===== src/mie_pkg.sv =====
package mie_pkg;

    localparam int DATA_WIDTH = 64;
    localparam int VALUE_WIDTH = 63;
    localparam int CNT_WIDTH = $clog2(DATA_WIDTH + 1);

    typedef struct packed {
        logic                         func;
        logic signed [DATA_WIDTH-1:0] operand;
        logic signed [DATA_WIDTH-1:0] dividend;
        logic signed [DATA_WIDTH-1:0] modulus;
    } t_in_beat;

    typedef struct packed {
        logic                   exists;
        logic [VALUE_WIDTH-1:0] value;
    } t_out_beat;

    // requests to the shared divider
    typedef struct packed {
        logic                  start;
        logic [DATA_WIDTH-1:0] num;
        logic [DATA_WIDTH-1:0] den;
    } t_div_req;

    typedef struct packed {
        logic                  done;
        logic [DATA_WIDTH-1:0] quo;
        logic [DATA_WIDTH-1:0] rem;
    } t_div_rsp;

    typedef enum logic [3:0] {
        S_IDLE,
        S_RED_A,
        S_RED_A_W,
        S_EUC,
        S_EUC_W,
        S_EUC_MUL,
        S_FIX,
        S_RED_D,
        S_RED_D_W,
        S_MUL,
        S_DONE
    } t_state;

endpackage


===== src/mie_div.sv =====
module mie_div (
    input  logic             i_clk,
    input  logic             i_rst_n,
    input  mie_pkg::t_div_req i_req,
    output mie_pkg::t_div_rsp o_rsp
);

    logic [mie_pkg::DATA_WIDTH-1:0] r_quo, n_quo;
    logic [mie_pkg::DATA_WIDTH-1:0] r_rem, n_rem;
    logic [mie_pkg::DATA_WIDTH-1:0] r_den, n_den;
    logic [mie_pkg::CNT_WIDTH-1:0]  r_cnt, n_cnt;
    logic                           r_busy, n_busy;
    logic                           r_done, n_done;
    logic [mie_pkg::DATA_WIDTH:0]   w_trial;

    // one restoring step a cycle
    always_comb begin
        n_quo  = r_quo;
        n_rem  = r_rem;
        n_den  = r_den;
        n_cnt  = r_cnt;
        n_busy = r_busy;
        n_done = 1'b0;
        w_trial = {r_rem, r_quo[mie_pkg::DATA_WIDTH-1]};
        if (i_req.start) begin
            n_quo  = i_req.num;
            n_rem  = '0;
            n_den  = i_req.den;
            n_cnt  = mie_pkg::CNT_WIDTH'(mie_pkg::DATA_WIDTH);
            n_busy = 1'b1;
        end else if (r_busy) begin
            if (w_trial >= {1'b0, r_den}) begin
                w_trial = w_trial - {1'b0, r_den};
                n_quo = {r_quo[mie_pkg::DATA_WIDTH-2:0], 1'b1};
            end else begin
                n_quo = {r_quo[mie_pkg::DATA_WIDTH-2:0], 1'b0};
            end
            n_rem = w_trial[mie_pkg::DATA_WIDTH-1:0];
            n_cnt = r_cnt - 1'b1;
            if (r_cnt == mie_pkg::CNT_WIDTH'(1)) begin
                n_busy = 1'b0;
                n_done = 1'b1;
            end
        end
    end

    always_ff @(posedge i_clk) begin
        if (!i_rst_n) begin
            r_busy <= 1'b0;
            r_done <= 1'b0;
            r_cnt  <= '0;
        end else begin
            r_busy <= n_busy;
            r_done <= n_done;
            r_cnt  <= n_cnt;
        end
        r_quo <= n_quo;
        r_rem <= n_rem;
        r_den <= n_den;
    end

    assign o_rsp.done = r_done;
    assign o_rsp.quo  = r_quo;
    assign o_rsp.rem  = r_rem;

    a_done_idle: assert property (@(posedge i_clk) disable iff (!i_rst_n)
        r_done |-> !r_busy) else $error("done while busy");
    a_start_busy: assert property (@(posedge i_clk) disable iff (!i_rst_n)
        i_req.start |=> r_busy) else $error("start not taken");
    a_cnt_zero: assert property (@(posedge i_clk) disable iff (!i_rst_n)
        !r_busy |-> r_cnt == '0) else $error("count left over");

endmodule


===== src/modular_inverse_extgcd.sv =====
// flow: a modulus below two goes straight to the done state; otherwise the operand is reduced,
// then euclid steps run, plus a reduction of the dividend and a modular product in divide mode
// each euclid step is one restoring division and one shift-add product
// throughput: one beat at a time; ready only when idle and no result is waiting
// reset: synchronous active-low, clears the sequencer and the output valid
module modular_inverse_extgcd (
    input  logic                 i_clk,
    input  logic                 i_rst_n,
    input  logic                 i_valid,
    output logic                 o_ready,
    input  mie_pkg::t_in_beat    i_data,
    output logic                 o_valid,
    input  logic                 i_ready,
    output mie_pkg::t_out_beat   o_data
);

    localparam int W = mie_pkg::DATA_WIDTH;

    mie_pkg::t_state r_state, n_state;
    mie_pkg::t_div_req w_req;
    mie_pkg::t_div_rsp w_rsp;

    logic [W-1:0] r_m, n_m;
    logic [W-1:0] r_r0, n_r0, r_r1, n_r1;
    logic [W-1:0] r_s0, n_s0, r_s1, n_s1;
    logic [W-1:0] r_q, n_q;
    logic [W-1:0] r_acc, n_acc;
    logic [W-1:0] r_mb, n_mb;
    logic [W-1:0] r_dmag, n_dmag;
    logic         r_dneg, n_dneg;
    logic         r_fneg, n_fneg;
    logic         r_div, n_div;
    logic [mie_pkg::CNT_WIDTH-1:0] r_cnt, n_cnt;
    logic         r_ovalid, n_ovalid;
    logic         r_oex, n_oex;
    logic [mie_pkg::VALUE_WIDTH-1:0] r_oval, n_oval;

    logic [W-1:0] w_amag, w_dmag, w_mmag;
    logic [W:0]   w_sum;
    logic [W:0]   w_dbl;
    logic [W-1:0] w_red;

    always_comb begin
        w_amag = i_data.operand[W-1] ? (W'(0) - i_data.operand) : i_data.operand;
        w_dmag = i_data.dividend[W-1] ? (W'(0) - i_data.dividend) : i_data.dividend;
        w_mmag = i_data.modulus;
    end

    // next state
    always_comb begin
        n_state = r_state;
        unique case (r_state)
            mie_pkg::S_IDLE: begin
                if (i_valid && o_ready) begin
                    if (w_mmag[W-1] || w_mmag < W'(2)) n_state = mie_pkg::S_DONE;
                    else n_state = mie_pkg::S_RED_A_W;
                end
            end
            mie_pkg::S_RED_A:   n_state = mie_pkg::S_RED_A_W;
            mie_pkg::S_RED_A_W: if (w_rsp.done) n_state = mie_pkg::S_EUC;
            mie_pkg::S_EUC:     n_state = (r_r1 == '0) ? mie_pkg::S_FIX : mie_pkg::S_EUC_W;
            mie_pkg::S_EUC_W:   if (w_rsp.done) n_state = mie_pkg::S_EUC_MUL;
            mie_pkg::S_EUC_MUL: if (r_cnt == '0) n_state = mie_pkg::S_EUC;
            mie_pkg::S_FIX: begin
                if (r_r0 != W'(1)) n_state = mie_pkg::S_DONE;
                else if (r_div) n_state = mie_pkg::S_RED_D;
                else n_state = mie_pkg::S_DONE;
            end
            mie_pkg::S_RED_D:   n_state = mie_pkg::S_RED_D_W;
            mie_pkg::S_RED_D_W: if (w_rsp.done) n_state = mie_pkg::S_MUL;
            mie_pkg::S_MUL:     if (r_cnt == '0) n_state = mie_pkg::S_DONE;
            mie_pkg::S_DONE:    if (!r_ovalid || i_ready) n_state = mie_pkg::S_IDLE;
            default:            n_state = mie_pkg::S_IDLE;
        endcase
    end

    // datapath and outputs
    always_comb begin
        n_m = r_m; n_r0 = r_r0; n_r1 = r_r1; n_s0 = r_s0; n_s1 = r_s1;
        n_q = r_q; n_acc = r_acc; n_mb = r_mb; n_dmag = r_dmag; n_dneg = r_dneg;
        n_fneg = r_fneg; n_div = r_div; n_cnt = r_cnt;
        n_oex = r_oex; n_oval = r_oval;
        n_ovalid = r_ovalid && !i_ready;
        w_req = '0;
        w_sum = '0;
        w_dbl = '0;
        w_red = '0;
        unique case (r_state)
            mie_pkg::S_IDLE: begin
                if (i_valid && o_ready) begin
                    n_m = w_mmag; n_div = i_data.func;
                    n_fneg = i_data.operand[W-1];
                    n_dneg = i_data.dividend[W-1]; n_dmag = w_dmag;
                    n_oex = 1'b0; n_oval = '0;
                    w_req.start = 1'b1; w_req.num = w_amag; w_req.den = w_mmag;
                end
            end
            mie_pkg::S_RED_A: begin
                w_req.start = 1'b1; w_req.num = r_r0; w_req.den = r_m;
            end
            mie_pkg::S_RED_A_W: begin
                if (w_rsp.done) begin
                    n_r0 = (r_fneg && w_rsp.rem != '0) ? r_m - w_rsp.rem : w_rsp.rem;
                    n_r1 = r_m; n_s0 = W'(1); n_s1 = '0;
                end
            end
            mie_pkg::S_EUC: begin
                if (r_r1 != '0) begin
                    w_req.start = 1'b1; w_req.num = r_r0; w_req.den = r_r1;
                end
            end
            mie_pkg::S_EUC_W: begin
                if (w_rsp.done) begin
                    n_r0 = r_r1; n_r1 = w_rsp.rem;
                    n_q = w_rsp.quo; n_acc = '0; n_mb = r_s1;
                    n_cnt = mie_pkg::CNT_WIDTH'(W);
                end
            end
            mie_pkg::S_EUC_MUL: begin
                // shift-add q * s1, wrapping at W bits
                if (r_cnt != '0) begin
                    n_acc = r_acc + (r_q[0] ? r_mb : '0);
                    n_q = r_q >> 1; n_mb = r_mb << 1;
                    n_cnt = r_cnt - 1'b1;
                end else begin
                    n_s1 = r_s0 - r_acc; n_s0 = r_s1;
                end
            end
            mie_pkg::S_FIX: begin
                // s0 lies within +-m, one correction brings it into range
                w_red = r_s0[W-1] ? r_s0 + r_m : r_s0;
                n_s0 = w_red;
                if (r_r0 == W'(1) && !r_div) begin
                    n_oex = 1'b1; n_oval = w_red[mie_pkg::VALUE_WIDTH-1:0];
                end
            end
            mie_pkg::S_RED_D: begin
                w_req.start = 1'b1; w_req.num = r_dmag; w_req.den = r_m;
            end
            mie_pkg::S_RED_D_W: begin
                if (w_rsp.done) begin
                    n_mb = (r_dneg && w_rsp.rem != '0) ? r_m - w_rsp.rem : w_rsp.rem;
                    n_acc = '0; n_q = r_s0; n_cnt = mie_pkg::CNT_WIDTH'(W);
                end
            end
            mie_pkg::S_MUL: begin
                // msb-first shift-add modular product
                if (r_cnt != '0) begin
                    w_dbl = {r_acc, 1'b0};
                    if (w_dbl >= {1'b0, r_m}) w_dbl = w_dbl - {1'b0, r_m};
                    w_sum = w_dbl + (r_q[W-1] ? {1'b0, r_mb} : '0);
                    if (w_sum >= {1'b0, r_m}) w_sum = w_sum - {1'b0, r_m};
                    n_acc = w_sum[W-1:0];
                    n_q = r_q << 1;
                    n_cnt = r_cnt - 1'b1;
                end else begin
                    n_oex = 1'b1; n_oval = r_acc[mie_pkg::VALUE_WIDTH-1:0];
                end
            end
            mie_pkg::S_DONE: begin
                if (!r_ovalid || i_ready) n_ovalid = 1'b1;
            end
            default: ;
        endcase
    end

    always_ff @(posedge i_clk) begin
        if (!i_rst_n) begin
            r_state  <= mie_pkg::S_IDLE;
            r_ovalid <= 1'b0;
            r_cnt    <= '0;
        end else begin
            r_state  <= n_state;
            r_ovalid <= n_ovalid;
            r_cnt    <= n_cnt;
        end
        r_m <= n_m; r_r0 <= n_r0; r_r1 <= n_r1; r_s0 <= n_s0; r_s1 <= n_s1;
        r_q <= n_q; r_acc <= n_acc; r_mb <= n_mb; r_dmag <= n_dmag;
        r_dneg <= n_dneg; r_fneg <= n_fneg; r_div <= n_div;
        r_oex <= n_oex; r_oval <= n_oval;
    end

    mie_div u_div (
        .i_clk   (i_clk),
        .i_rst_n (i_rst_n),
        .i_req   (w_req),
        .o_rsp   (w_rsp)
    );

    assign o_ready = (r_state == mie_pkg::S_IDLE) && !r_ovalid;
    assign o_valid = r_ovalid;
    assign o_data.exists = r_oex;
    assign o_data.value  = r_oval;

    a_no_value: assert property (@(posedge i_clk) disable iff (!i_rst_n)
        (o_valid && !o_data.exists) |-> o_data.value == '0) else $error("stray value");
    a_stall_hold: assert property (@(posedge i_clk) disable iff (!i_rst_n)
        (o_valid && !i_ready) |=> o_valid && $stable(o_data)) else $error("result dropped");
    a_in_range: assert property (@(posedge i_clk) disable iff (!i_rst_n)
        (o_valid && o_data.exists) |-> {1'b0, o_data.value} < r_m) else $error("out of range");

endmodule

===== config.mk =====
export PLATFORM = sky130hd
export DESIGN_NAME = modular_inverse_extgcd
export DESIGN_NICKNAME = d
export VERILOG_FILES = /design/src/mie_pkg.sv /design/src/mie_div.sv /design/src/modular_inverse_extgcd.sv
export SDC_FILE = /design/constraint.sdc
export NUM_CORES = 2
export LEC_CHECK = 0
export BUFFER_PORTS_ARGS = -buffer_cell sky130_fd_sc_hd__buf_2
export CORE_UTILIZATION = 50
export CTS_CLUSTER_DIAMETER = 200
export DETAILED_ROUTE_END_ITERATION = 12
export GPL_TIMING_DRIVEN = 1
export HOLD_SLACK_MARGIN = 0.1
export PLACE_DENSITY_LB_ADDON = 0.08
export REMOVE_ABC_BUFFERS = 1
export SLEW_MARGIN = 0
export SYNTH_ARGS = -nofsm -noshare
export SYNTH_HDL_FRONTEND = slang
export SYNTH_SLANG_ARGS = --single-unit

===== constraint.sdc =====
create_clock -name i_clk -period 15.8 [get_ports i_clk]
set_clock_uncertainty 0.15 [all_clocks]
set_input_delay 0.79 -clock i_clk [delete_from_list [all_inputs] [get_ports i_clk]]
set_output_delay 0.79 -clock i_clk [all_outputs]
set_load 0.02 [all_outputs]

# --- Word-level counts from Yosys, hierarchy flattened ---
# Index checks and enable logic that the tools add are counted.
totals:
  latchBits: 0
  regBits: 856
  mem_bits_rw: 0
  output_inout_bits: 66
  rom_bits: 0
  word_cells: 183
  n_memories: 0
  inputBits: 197
classes:
  n_lt_le_gt_ge: 4
  n_reduce_logical: 40
  div_mod_pow: 0
  n_addsub: 12
  n_eq_ne: 27
  n_mul: 0
  n_mux: 73
  n_bitwise: 2
  shift: 0
ops:
  columns: ["operator", "n"]
  rows:
  - ["two-way mux 64 bit", 27]
  - ["case mux 64 bit (3 select lines)", 3]
  - ["case mux 129 bit (4 select lines)", 1]
  - ["case mux 64 bit (2 select lines)", 3]
  - ["two-way mux 129 bit", 2]
  - ["case mux 64 bit (4 select lines)", 1]
  - ["subtractor 64 bit", 4]
  - ["two-way mux 63 bit", 4]
  - [">= comparator 65 x 64 -> 1 bit", 3]
  - ["two-way mux 65 bit", 3]
  - ["case mux 63 bit (3 select lines)", 1]
  - ["adder 64 bit", 2]
  - ["nonzero test 64 bit", 2]
  - ["subtractor 1 x 64 -> 64 bit, first input constant", 2]
  - ["adder 65 x 64 -> 65 bit", 1]
  - ["subtractor 65 x 64 -> 65 bit", 1]
  - ["equality test 64 x 1 -> 1 bit, second input constant", 1]
  - ["logical NOT 64 bit", 1]
  - ["less-than comparator 64 x 2 -> 1 bit, second input constant", 1]
  - ["!= test 64 x 1 -> 1 bit, second input constant", 1]
  - ["case mux 4 bit (11 select lines)", 1]
  - ["two-way mux 4 bit", 10]
  - ["two-way mux 7 bit", 4]
  - ["!= test 2 bit, second input constant", 9]
  - ["other kinds (28)", 70]

# --- Depth between registers and ports, before layout ---
logic_depth:
  word_depth: 9
  mapped_depth: 43
  mapped_depth_nobuf: 38

# --- By module ---
# From an unflattened synthesis, not the netlist that was laid out.
unflattened:
  cells_unflattened: 8307
  area_unflattened_um2: 72568.3
by_module_without_submodules:
  columns: ["mod", "cells_per_inst", "instances", "seq_area_each_um2", "area_per_inst_um2"]
  rows:
  - ["modular_inverse_extgcd", 7088, 1, 19548.7, 60698.2]
  - ["mie_div", 1219, 1, 5305.1, 11870.1]

# --- Least setup slack after synthesis ---
# OpenSTA, ideal clock, no wires.
synth_timing:
  path_type: "flip-flop to flip-flop"
  start: "reg r_state[0]"
  end: "reg r_r0[0], enable pin"
  arrival_ps: 14013
  path_buffers: 3
  setup_ps: 973
  required_time_ps: 14677
  stages_incl_launch_ff: 5
  synth_period_minus_slack_ps: 15136
  slack_ps: 664
  cell_sequence: "dfxtp_1 > clkbuf_1 > clkbuf_1 > buf_1 > nor4b_1"
synth_via:
  elab_chain_len: 3
  elab_cells_between_ends: 6
  classes_between: "eq/ne (4); reduce/logical (2)"
synth_rtl:
  columns: ["item", "line_no", "source"]
  rows:
  - ["start: declaration", "modular_inverse_extgcd.sv:19", "mie_pkg::t_state r_state, n_state;"]
  - ["start signal: assignment", "modular_inverse_extgcd.sv:169", "r_state <= mie_pkg::S_IDLE;"]
  - ["start signal: assignment", "modular_inverse_extgcd.sv:173", "r_state <= n_state;"]
  - ["equality test 4 x 2 -> 1 bit or equality test 4 x 3 -> 1 bit (tied branches)", "modular_inverse_extgcd.sv:88", "unique case (r_state)"]
  - ["!= test 2 x 1 -> 1 bit (no line) or nonzero test 2 bit (tied branches)", null, null]
  - ["AND reduction 3 bit (no line) *", null, null]
  - ["end signal: assignment", "modular_inverse_extgcd.sv:177", "r_m <= n_m; r_r0 <= n_r0; r_r1 <= n_r1; r_s0 <= n_s0; r_s1 <= n_s1;"]
  - ["end: declaration", "modular_inverse_extgcd.sv:24", "logic [W-1:0] r_r0, n_r0, r_r1, n_r1;"]
# Every way passes the cells marked *; elsewhere a longest branch is shown, timed or not.
# A chain may end at the register's enable or synchronous reset.

# --- Worst setup path in the final report ---
layout_timing:
  start: "reg r_m[1]"
  end: "reg r_acc[1], data pin"
layout_via:
  elab_chain_len: 9
  elab_cells_between_ends: 11
  classes_between: "add/sub (3); order compare (2); mux (6)"
layout_rtl:
  columns: ["item", "line_no", "source"]
  rows:
  - ["start: declaration", "modular_inverse_extgcd.sv:23", "logic [W-1:0] r_m, n_m;"]
  - ["start signal: assignment", "modular_inverse_extgcd.sv:177", null]
  - ["subtractor 65 x 64 -> 65 bit or >= comparator 65 x 64 -> 1 bit (tied branches)", "modular_inverse_extgcd.sv:150", "if (w_dbl >= {1'b0, r_m}) w_dbl = w_dbl - {1'b0, r_m};"]
  - ["two-way mux 65 bit", "modular_inverse_extgcd.sv:150", null]
  - ["two-way mux 65 bit", "modular_inverse_extgcd.sv:148", "if (r_cnt != '0) begin"]
  - ["two-way mux 65 bit", "modular_inverse_extgcd.sv:88", null]
  - ["adder 65 x 64 -> 65 bit", "modular_inverse_extgcd.sv:151", "w_sum = w_dbl + (r_q[W-1] ? {1'b0, r_mb} : '0);"]
  - ["subtractor 64 bit or >= comparator 65 x 64 -> 1 bit (tied branches)", "modular_inverse_extgcd.sv:152", "if (w_sum >= {1'b0, r_m}) w_sum = w_sum - {1'b0, r_m};"]
  - ["two-way mux 64 bit *", "modular_inverse_extgcd.sv:152", null]
  - ["two-way mux 64 bit *", "modular_inverse_extgcd.sv:148", null]
  - ["case mux 64 bit (3 select lines) *", "modular_inverse_extgcd.sv:88", null]
  - ["via n_acc[1]", "modular_inverse_extgcd.sv:27", "logic [W-1:0] r_acc, n_acc;"]
  - ["end signal: assignment", "modular_inverse_extgcd.sv:178", "r_q <= n_q; r_acc <= n_acc; r_mb <= n_mb; r_dmag <= n_dmag;"]
  - ["end: declaration", "modular_inverse_extgcd.sv:27", null]
# Mark *: on every way through the listed nets, which the timed path passes. The rest lies on a longest branch. The select of a mux whose other input is x is not followed.

==> reports/qor.txt <==
top cell type's share of synthesized area -> 32.42%
Power Dens Cells -> 192.8 mW/mm^2
Sink Count -> 856
die height -> 379.9 um
TritonCTS buffer count -> 100
unrepaired setup endpoints after global routing -> no
clock buffer depth -> 3
final setup vio count -> 0
initial antenna violation count -> 25
DP Wirelength -> 225000 um
type of the worst min-delay path -> in -> reg
CP endpoint -> r_acc[1]$_DFFE_PP_
area of placed instances -> 0.07423 sq mm
Core ar. -> 0.1416 sq mm
Post CTS Setup Buffer Count -> 0
drt total wl -> 283600 um
largest net degree at the start of global routing -> 107
max-slew violations -> 0
Achievable Freq -> 87.65 MHz
# resized after CTS -> 0
Slew headroom -> 12.99%
number of global-route vias before repair -> 61570
Worst path max stage delay -> 770 ps
num rows -> 138
Seq/Total Area, Yosys -> 34.80%
total grt overflow -> 0
FF-to-FF Start -> r_m[1]$_DFFE_PP_
Iter 0 DRT Violations -> 8838
Yosys reg bits -> 856
CTS tree -> done
Reg-to-Reg End -> r_acc[1]$_DFFE_PP_
initial core utilization -> 50.44%
number of H-tree levels -> 3
setup ws final -> 4391 ps
share of layout cells above drive strength 1 -> 7.314%
Finished Cell Area -> 0.07760 sq mm
start point of the critical path -> r_m[1]$_DFFE_PP_
final worst path period share -> 72.21%
final hold vios -> 0
outcome -> complete, no violations
worst r2r path cells -> 34
CP Capture Type -> flip-flop
global-route total usage across every layer -> 37.81%
Synth async-reset ratio -> 0%
Worst Path Arrival -> 11710 ps
Cell Area, Synth -> 0.07142 sq mm
wire length per cell -> 27.95 um
Clk Latency, worst-skew pair -> 740 ps
Clk pin slew, worst setup/hold paths -> 70 ps
number of synthesized flops with an enable pin -> 771
global-route wire length before repair -> 408200 um
vias -> 66750
Total Power -> 14.96 mW
IO buf count -> 262
Leakage Power -> 31.58 nW
WP data required -> 16100 ps
clk root buf -> clkbuf_16
first-pass detailed-route iteration total -> 12
RePlAce Congestion -> 1.018
Synth Warn # -> 0
maximum vdd drop -> 0.2055 mV
P&R area growth vs syn -> 8.660%
R2R Setup Slk -> 4390 ps
Netlist cell types -> 86
Vias/cell -> 6.578
dpl ws -> 4612 ps
DR DRC count -> 0
Die W -> 379.9 um
CP Class -> reg -> reg
main area contributors after synthesis -> edfxtp_1 (32%), ha_1 (9.0%), a21oi_1 (5.2%), xnor2_1 (4.6%), o21ai_0 (4.6%)
Cells after Synth -> 8149
CP max FO -> 51
most frequent cells in the layout -> edfxtp_1 (771), a21oi_1 (736), nand2_1 (677)
leading cell type in the layout, fill and taps excluded -> edfxtp_1
final layout net count -> 8881
top-level I/O count -> 263
area leader, netlist -> edfxtp_1
Final TNS setup -> 0 ps
Slew @ Worst Pin -> 1293 ps
Critical-path top delay cell -> nor3_1
ANT nets after route -> 0
CP Launch Type -> flip-flop
Die ar. -> 0.1444 sq mm
ys flop type -> edfxtp_1
total of max-cap violations -> 0
Syn Area/Cell -> 8.764 sq um
Final min period -> 11410 ps
==> stage by stage <==
stage,utilization [%],hold slack [ps],std cells
finish,54.81,143.6,10150
global route,54.79,141.5,10140
CTS,54.79,110.9,10130
detailed placement,52.43,338.2,9941
global placement,52.43,331.2,9941
floorplan,-,318.5,7714
==> worst max-delay path, delay by kind of cell (launching register included) <==
kind            cells  cell delay (ps)
buf+inv             4             1280
mux                 1              350
xor+xnor            1              130
compound gates     15             4410
fa+ha+maj           3             1120
simple gates       10             2810
flops               1              760
==> kinds of logic (layout without fill, tap and decap cells) <==
group	Yosys count	count (layout)	share of synthesized area [%]
buffers and inverters	894	989	4.734
and+or+nand+nor	2269	2269	15.33
adders and majority gates	523	523	9.247
DFF	856	856	34.80
AOI/OAI and AO/OA	2764	2764	25.10
xor gates and xnor gates	591	591	7.248
other	0	13	0
muxes	252	252	3.544
==> sequential cells by signal (all words and copies together), names as in the netlist <==
name / flops
r_acc: 64
r_dmag: 64
r_m: 64
r_mb: 64
r_q: 64
r_r0: 64
r_r1: 64
r_s0: 64
r_s1: 64
u_div.r_den: 64
u_div.r_quo: 64
u_div.r_rem: 64
r_oval: 63
r_cnt: 7
u_div.r_cnt: 7
r_state: 4
o_valid: 1
r_div: 1
r_dneg: 1
r_fneg: 1
r_oex: 1
u_div.r_busy: 1
u_div.r_done: 1
==> layout make-up <==
cell class / count / area [sq um]
diodes: 13 / 32.53
fillers: 13250 / 63980
clock inverters: 60 / 581.8
well taps: 1890 / 2365
inverters: 459 / 1735
multi-input cells: 6399 / 43400
repair buffers: 345 / 1954
flip-flops and latches: 856 / 24860
clock buffers: 125 / 2678
==> synth_stat cells, types with 28 or more instances <==
cell type and number:
xor2_1 219, nor4_1 92, a221o_1 74, dfxtp_1 85, o21a_1 65, o21ai_0 650, a22oi_1 48, and3_1 84
a221oi_1 29, o22ai_1 98, xnor2_1 372, a211oi_1 56, a222oi_1 144, ha_1 515, mux2i_1 245, edfxtp_1 771
buf_1 35, nor2_1 581, o21bai_1 85, o31ai_1 85, a21o_1 344, nand2_1 681, nand2b_1 69, inv_1 458
o211ai_1 48, or3_1 37, a31oi_1 78, nor3_1 102, a21oi_1 737, clkbuf_1 392, nand3_1 142, a21boi_0 28
and2_1 165, nor2b_1 82, nand4_1 117
==> what timing repair did <==
action,in CTS,in global routing
hold buffers,8,0
setup endpoints to repair,0,0
endpoints found under the hold margin,8,0
==> worst min-delay path by stage <==
| stage | start | endpoint | cells past startpoint |
|---|---|---|---|
| floorplan | u_div.r_cnt[1]$_SDFFE_PP0P_ | u_div.r_cnt[1]$_SDFFE_PP0P_ | 2 |
| global placement | u_div.r_cnt[1]$_SDFFE_PP0P_ | u_div.r_cnt[1]$_SDFFE_PP0P_ | 2 |
| detailed placement | u_div.r_cnt[1]$_SDFFE_PP0P_ | u_div.r_cnt[1]$_SDFFE_PP0P_ | 2 |
| CTS | i_data[31] | r_m[31]$_DFFE_PP_ | 1 |
| global route | i_data[32] | r_m[32]$_DFFE_PP_ | 1 |
| finish | i_data[59] | r_m[59]$_DFFE_PP_ | 1 |
==> power breakdown <==
group	switching, mW	internal, mW	leakage, nW
clock network	1.06	1.33	1.59
registers	0.509	3.33	8.03
logic	5.67	3.07	22.0
==> per-layer routing <==
layer	vias to the layer above	global-route usage (%)	share of wire, %
met5	-	0	0.016
met4	8	14.34	4.1
met3	375	8.979	12
met2	3783	53.66	40
met1	31970	55.15	43
li1	30610	-	-
(Power assumes the default switching activity.)
